### src/bmrl_pkg.sv
// Shared types and constants for the block mean ring logger.
// Used by bmrl_front, bmrl_back and the top module; depends on nothing else.
`default_nettype none

package bmrl_pkg;

  // Fixed field widths.
  localparam int IDX_W      = 10;
  localparam int TIME_W     = 32;
  localparam int SPM_W      = 11;
  localparam int MODE_W     = 2;
  localparam int CFG_ADDR_W = 2;
  localparam int CFG_DATA_W = 32;

  // Largest number of samples averaged into one mean.
  localparam int MAX_BLOCK = 1024;

  // Depth of the command queue between front and back.
  localparam int QUEUE_DEPTH = 2;

  // Defaults for the top-level parameters.
  localparam int DEFAULT_LOG_DEPTH    = 1024;
  localparam int DEFAULT_SAMPLE_WIDTH = 24;

  // Register reset values.
  localparam logic [SPM_W-1:0]  SPM_RESET        = SPM_W'(1);
  localparam logic [IDX_W-1:0]  LAST_INDEX_RESET = IDX_W'(999);
  localparam logic [TIME_W-1:0] START_MS_RESET   = '0;

  // Input item kinds as coded on the mode field.
  typedef enum logic [MODE_W-1:0] {
    MODE_SAMPLE = 2'd0,
    MODE_READ   = 2'd1,
    MODE_STEP   = 2'd2,
    MODE_UNUSED = 2'd3
  } mode_e;

  // Work kinds after classification in the front.
  typedef enum logic [1:0] {
    OP_STATUS = 2'd0,
    OP_SAMPLE = 2'd1,
    OP_READ   = 2'd2,
    OP_STEP   = 2'd3
  } op_e;

  // Configuration register indexes.
  typedef enum logic [CFG_ADDR_W-1:0] {
    CFG_SAMPLES_PER_MEAN = 2'd0,
    CFG_LAST_INDEX       = 2'd1,
    CFG_START_AFTER_MS   = 2'd2
  } cfg_e;

  typedef struct packed {
    logic [SPM_W-1:0]  samples_per_mean;
    logic [IDX_W-1:0]  last_index;
    logic [TIME_W-1:0] start_after_ms;
  } cfg_t;

  // One classified command; the sample travels beside it.
  typedef struct packed {
    op_e               op;
    logic [IDX_W-1:0]  index;
    logic [TIME_W-1:0] stamp;
  } cmd_t;

endpackage

`default_nettype wire

### src/bmrl_front.sv
// Front end: accepts input transactions, classifies them and queues commands.
// Depends on bmrl_pkg.
`default_nettype none

module bmrl_front #(
  parameter int SAMPLE_WIDTH = bmrl_pkg::DEFAULT_SAMPLE_WIDTH
) (
  input  wire logic                               clk_i,
  input  wire logic                               rst_ni,
  input  wire logic                               in_valid_i,
  output      logic                               in_stall_o,
  input  wire logic [bmrl_pkg::MODE_W-1:0]        mode_i,
  input  wire logic signed [SAMPLE_WIDTH-1:0]     sample_i,
  input  wire logic [bmrl_pkg::TIME_W-1:0]        now_ms_i,
  input  wire logic [bmrl_pkg::TIME_W-1:0]        elapsed_ms_i,
  input  wire logic [bmrl_pkg::IDX_W-1:0]         index_i,
  input  wire logic [bmrl_pkg::TIME_W-1:0]        start_after_ms_i,
  output      logic                               cmd_valid_o,
  output      bmrl_pkg::cmd_t                     cmd_o,
  output      logic signed [SAMPLE_WIDTH-1:0]     cmd_sample_o,
  input  wire logic                               cmd_pop_i
);

  localparam int QD   = bmrl_pkg::QUEUE_DEPTH;
  localparam int QAW  = (QD > 1) ? $clog2(QD) : 1;
  localparam int CNTW = $clog2(QD + 1);

  bmrl_pkg::cmd_t              cmd_q [QD];
  logic signed [SAMPLE_WIDTH-1:0] smp_q [QD];
  logic [QAW-1:0]              wr_ptr_q, wr_ptr_d;
  logic [QAW-1:0]              rd_ptr_q, rd_ptr_d;
  logic [CNTW-1:0]             cnt_q, cnt_d;
  bmrl_pkg::cmd_t              cmd_new;
  logic                        push;

  assign in_stall_o = (cnt_q == CNTW'(QD));
  assign push       = in_valid_i && !in_stall_o;

  // Classify the incoming transaction; early samples only report status.
  always_comb begin
    cmd_new.index = index_i;
    cmd_new.stamp = elapsed_ms_i;
    case (mode_i)
      bmrl_pkg::MODE_SAMPLE: begin
        cmd_new.op = (now_ms_i < start_after_ms_i) ? bmrl_pkg::OP_STATUS
                                                   : bmrl_pkg::OP_SAMPLE;
      end
      bmrl_pkg::MODE_READ: cmd_new.op = bmrl_pkg::OP_READ;
      bmrl_pkg::MODE_STEP: cmd_new.op = bmrl_pkg::OP_STEP;
      default:             cmd_new.op = bmrl_pkg::OP_STATUS;
    endcase
  end

  // Queue pointers and fill level.
  always_comb begin
    wr_ptr_d = wr_ptr_q;
    rd_ptr_d = rd_ptr_q;
    cnt_d    = cnt_q;
    if (push) begin
      wr_ptr_d = (wr_ptr_q == QAW'(QD - 1)) ? '0 : wr_ptr_q + QAW'(1);
    end
    if (cmd_pop_i) begin
      rd_ptr_d = (rd_ptr_q == QAW'(QD - 1)) ? '0 : rd_ptr_q + QAW'(1);
    end
    case ({push, cmd_pop_i})
      2'b10:   cnt_d = cnt_q + CNTW'(1);
      2'b01:   cnt_d = cnt_q - CNTW'(1);
      default: cnt_d = cnt_q;
    endcase
  end

  always_ff @(posedge clk_i or negedge rst_ni) begin
    if (!rst_ni) begin
      wr_ptr_q <= '0;
      rd_ptr_q <= '0;
      cnt_q    <= '0;
    end else begin
      wr_ptr_q <= wr_ptr_d;
      rd_ptr_q <= rd_ptr_d;
      cnt_q    <= cnt_d;
    end
  end

  // Queue storage.
  always_ff @(posedge clk_i) begin
    if (push) begin
      cmd_q[wr_ptr_q] <= cmd_new;
      smp_q[wr_ptr_q] <= sample_i;
    end
  end

  assign cmd_valid_o  = (cnt_q != '0);
  assign cmd_o        = cmd_q[rd_ptr_q];
  assign cmd_sample_o = smp_q[rd_ptr_q];

endmodule

`default_nettype wire

### config.mk
export PLATFORM = sky130hd
export DESIGN_NAME = bmrl_front
export DESIGN_NICKNAME = d
export VERILOG_FILES = /design/src/bmrl_pkg.sv /design/src/bmrl_front.sv
export SDC_FILE = /design/constraint.sdc
export NUM_CORES = 1
export LEC_CHECK = 0
export ABC_AREA = 1
export BUFFER_PORTS_ARGS = -buffer_cell sky130_fd_sc_hd__buf_2
export CORE_MARGIN = 1
export CORE_UTILIZATION = 37
export CTS_BUF_LIST = sky130_fd_sc_hd__clkbuf_4 sky130_fd_sc_hd__clkbuf_8
export DETAILED_ROUTE_END_ITERATION = 16
export GPL_TIMING_DRIVEN = 0
export REMOVE_ABC_BUFFERS = 1
export SLEW_MARGIN = 20
export SYNTH_ARGS = -nofsm -noshare
export SYNTH_HDL_FRONTEND = slang
export SYNTH_SLANG_ARGS = --single-unit
export TNS_END_PERCENT = 10
### constraint.sdc
create_clock -name clk_i -period 4.5 [get_ports clk_i]
set_clock_uncertainty 0.15 [all_clocks]
set_input_delay 0.45 -clock clk_i [delete_from_list [all_inputs] [get_ports clk_i]]
set_output_delay 0.45 -clock clk_i [all_outputs]
set_load 0.05 [all_outputs]
==> run summary <==
===============================================================================================
Share of layout cells above drive strength 1                                             51.81%
CTS root buffer                                                                    sky130_fd_sc_hd__clkbuf_8
Syn. warnings                                                                                 0
Flop and latch count out of synthesis                                                       140
Count of maximum capacitance violations                                                       0
Slowest cell delay on critical path                                                     0.65 ns
Final Cell Area                                                                      7871 sq um
Worst skew pair latency                                                                 0.43 ns
Setup slack at placement                                                               2.313 ns
Total routing usage reported by global routing                                           14.36%
Total inserted antenna cells                                                                  0
Worst slew pin tran                                                                   0.6838 ns
Post-CTS Setup Bufs                                                                           0
GRT overflow                                                                                  0
Slowest-stage cell, CP                                                             sky130_fd_sc_hd__dfrtp_4
Max-slew violation total from the final report                                                0
DR WL/cell                                                                         14.25 microns
Average size of a mapped cell                                                       16.13 sq um
Gate count of the mapped netlist                                                            371
Number of remaining DRC errors                                                                0
Count of final hold-check violations                                                          0
DRT antenna net count                                                                         0
Crit path capture type                                                               output pin
Startpoint types                                                                      flip-flop
Final setup slack of the worst path                                                    1.873 ns
Area Growth Syn to Fin                                                                   31.50%
Distinct cell type count after synthesis                                                     21
Wire length of the first global-routing pass                                       18020 microns
Count of input and output buffers                                                           205
Buffers from clock root to sink, at most                                                      2
Count of boundary I/O pins                                                                  206
Detailed Place HPWL                                                                8878 microns
Effective utilization at floorplan                                                       37.82%
Shortest clock period the worst path allows after layout                               2.627 ns
Die Wd                                                                             129.2 microns
Seq/Total Area, Yosys                                                                    69.90%
Nets                                                                                        764
Area after detailed placement                                                        7431 sq um
Number of sinks driven by the clock tree                                                    140
Required time at the endpoint of the critical path                                      3.90 ns
Placed Cells                                                                                791
Unrepaired setup endpoints after global routing                                           false
Max_slew headroom                                                                        54.30%
Power per Cell Area                                                                667.4 nW/um^2
Data arrival time of the critical path                                                  2.03 ns
Number of detailed-route iterations in the first pass                                         4
Count of cells resized by post-cts repair                                                     0
Final cell count without fillers                                                            824
Family with the most delay on the worst path                                         flip-flops
Run status                                                                         finished clean
Detailed Route WL                                                                  11740 microns
Core Area                                                                           15830 sq um
Antenna violations before repair                                                              0
Vias in the first global route                                                             3866
Final Wtd Congestion                                                                     0.7759
Number of buffers created by CTS                                                             17
Number of setup violations in the final report                                                0
Number of levels in the clock H-tree                                                          4
Worst path buffer plus inverter count                                                         2
Post-CTS Hold Fix Bufs                                                                        1
Period utilisation layout                                                                58.37%
Clock input transition at the sequential cells of the worst setup and hold paths        0.08 ns
Full die area                                                                       16690 sq um
CP max FO                                                                                    48
Static leakage                                                                         3.390 nW
FMAX                                                                                 0.3807 GHz
Total number of vias                                                                       3698
Reg2Reg Setup Slack                                                                     2.44 ns
Critical path class                                                                     reg2out
Critical path, cell by cell                                                        buf_16 -> mux2_2 -> buf_2
Number of fill cells in the layout                                                         1412
CTS tree                                                                                  built
Pin count of the biggest net entering global routing                                         49
Hold crit path type                                                                      in2reg
Synthesized area                                                                     5986 sq um
Iter 0 DRT Violations                                                                       194
Worst vdd ir                                                                          0.3081 mV
Drt via density                                                                           4.488
Std cell rows                                                                                46
Overall die height                                                                 129.2 microns
===============================================================================================
[worst paths after layout]
check,cells after the start,to,startpoint
hold reg to reg,1,cnt_q[0],cnt_q[0]
setup reg to reg,5,cmd_q[0][27],cnt_q[1]
max in group asynchronous,2,rd_ptr_q,rst_ni
setup / recovery,3,cmd_o[17],rd_ptr_q
min in group asynchronous,2,cnt_q[1],rst_ni
hold / removal,1,smp_q[0][7],sample_i[7]
[cells in the mapped netlist]
master                     instances  share of area [%]
sky130_fd_sc_hd__buf_2             5               0.42
sky130_fd_sc_hd__nand2_1          33                2.1
sky130_fd_sc_hd__o21ai_2           1               0.15
sky130_fd_sc_hd__mux2_2           58                 11
sky130_fd_sc_hd__nand3_1           2               0.17
sky130_fd_sc_hd__buf_8             1               0.25
sky130_fd_sc_hd__or2_2             1               0.10
sky130_fd_sc_hd__dfrtp_1           4                1.7
sky130_fd_sc_hd__edfxtp_1        136                 68
sky130_fd_sc_hd__a21oi_1          16                1.3
sky130_fd_sc_hd__nand4_1           1               0.10
sky130_fd_sc_hd__xnor2_1           1               0.15
sky130_fd_sc_hd__buf_6             2               0.38
sky130_fd_sc_hd__nor2_1           12               0.75
sky130_fd_sc_hd__xor2_1            3               0.44
sky130_fd_sc_hd__nor3_1            2               0.17
sky130_fd_sc_hd__o21a_1            1               0.13
sky130_fd_sc_hd__mux2_4           10                2.5
sky130_fd_sc_hd__inv_1            44                2.8
sky130_fd_sc_hd__ha_1             33                6.9
sky130_fd_sc_hd__o21ai_0           5               0.42
[cell type report]
class,count,area [sq um],share of cell area [%]
Tap cell,216,270.3,3.433
Multi-Input combinational cell,179,1589,20.19
Inverter,44,165.2,2.098
Sequential cell,140,4188,53.20
Clock inverter,11,166.4,2.114
Clock buffer,21,264.0,3.354
Timing Repair Buffer,213,1229,15.61
[routing by layer]
metal | up-vias | GRT usage [%] | share of wire, %
met5 | - | 0 | 0
met1 | 1736 | 15.43 | 39
met4 | 0 | 5.398 | 1.1
met2 | 157 | 24.79 | 50
li1 | 1796 | - | -
met3 | 9 | 6.441 | 9.9
[logic make-up after synthesis]
family          share of synthesized area (%)
flops                                   69.90
mux                                     13.42
buf+inv                                 3.804
simple gates                            3.365
fa+ha+maj                               6.898
compound gates                          2.028
xor+xnor                               0.5854
[report_power, final]
part	total [mW]	switching, mW	leakage (nW)	internal [mW]
clock network	1.08	0.452	0.223	0.629
logic	2.28	1.57	1.86	0.714
registers	1.89	0.110	1.31	1.78
[registers in the layout (all words and copies together), names as in the netlist]
| register | cells |
|---|---|
| cnt_q | 2 |
| wr_ptr_q | 1 |
| rd_ptr_q | 1 |
| smp_q | 48 |
| cmd_q | 88 |
[cells in the final DEF, fill, tap and decap left out]
cell | Yosys | layout
sky130_fd_sc_hd__or2_2 | 1 | 1
sky130_fd_sc_hd__dfrtp_1 | 4 | 3
sky130_fd_sc_hd__dfrtp_4 | 0 | 1
sky130_fd_sc_hd__nor2_4 | 0 | 2
sky130_fd_sc_hd__bufinv_16 | 0 | 4
sky130_fd_sc_hd__clkbuf_4 | 0 | 4
sky130_fd_sc_hd__nand4_1 | 1 | 1
sky130_fd_sc_hd__o21ai_0 | 5 | 5
sky130_fd_sc_hd__dlygate4sd3_1 | 0 | 1
sky130_fd_sc_hd__a21oi_1 | 16 | 16
sky130_fd_sc_hd__clkinv_2 | 0 | 2
sky130_fd_sc_hd__buf_16 | 0 | 7
sky130_fd_sc_hd__clkinv_1 | 0 | 2
sky130_fd_sc_hd__inv_1 | 44 | 44
sky130_fd_sc_hd__nand2_1 | 33 | 33
sky130_fd_sc_hd__o21ai_2 | 1 | 1
sky130_fd_sc_hd__edfxtp_1 | 136 | 136
sky130_fd_sc_hd__xor2_1 | 3 | 3
sky130_fd_sc_hd__clkinv_4 | 0 | 1
sky130_fd_sc_hd__nor2_1 | 12 | 10
sky130_fd_sc_hd__mux2_4 | 10 | 10
sky130_fd_sc_hd__inv_6 | 0 | 1
sky130_fd_sc_hd__mux2_2 | 58 | 58
sky130_fd_sc_hd__inv_8 | 0 | 1
sky130_fd_sc_hd__buf_2 | 5 | 205
sky130_fd_sc_hd__ha_1 | 33 | 33
sky130_fd_sc_hd__xnor2_1 | 1 | 1
sky130_fd_sc_hd__clkbuf_8 | 0 | 17
sky130_fd_sc_hd__o21a_1 | 1 | 1
sky130_fd_sc_hd__nand3_1 | 2 | 2
sky130_fd_sc_hd__nor3_1 | 2 | 2
[through the flow]
stage	util, %	TNS, ns	hold WS, ns	power (mW)
2_1_floorplan	-	0	0.004409	3.613
3_3_place_gp	45.61	-179.12	0.1071	4.139
3_5_place_dp	46.95	0	0.1168	4.231
4_1_cts	49.73	0	0.005628	5.330
5_1_grt	49.73	0	0.006827	5.497
6_report	49.73	0	0.05175	5.253
No activity file was read; power rests on OpenSTA's default activity.
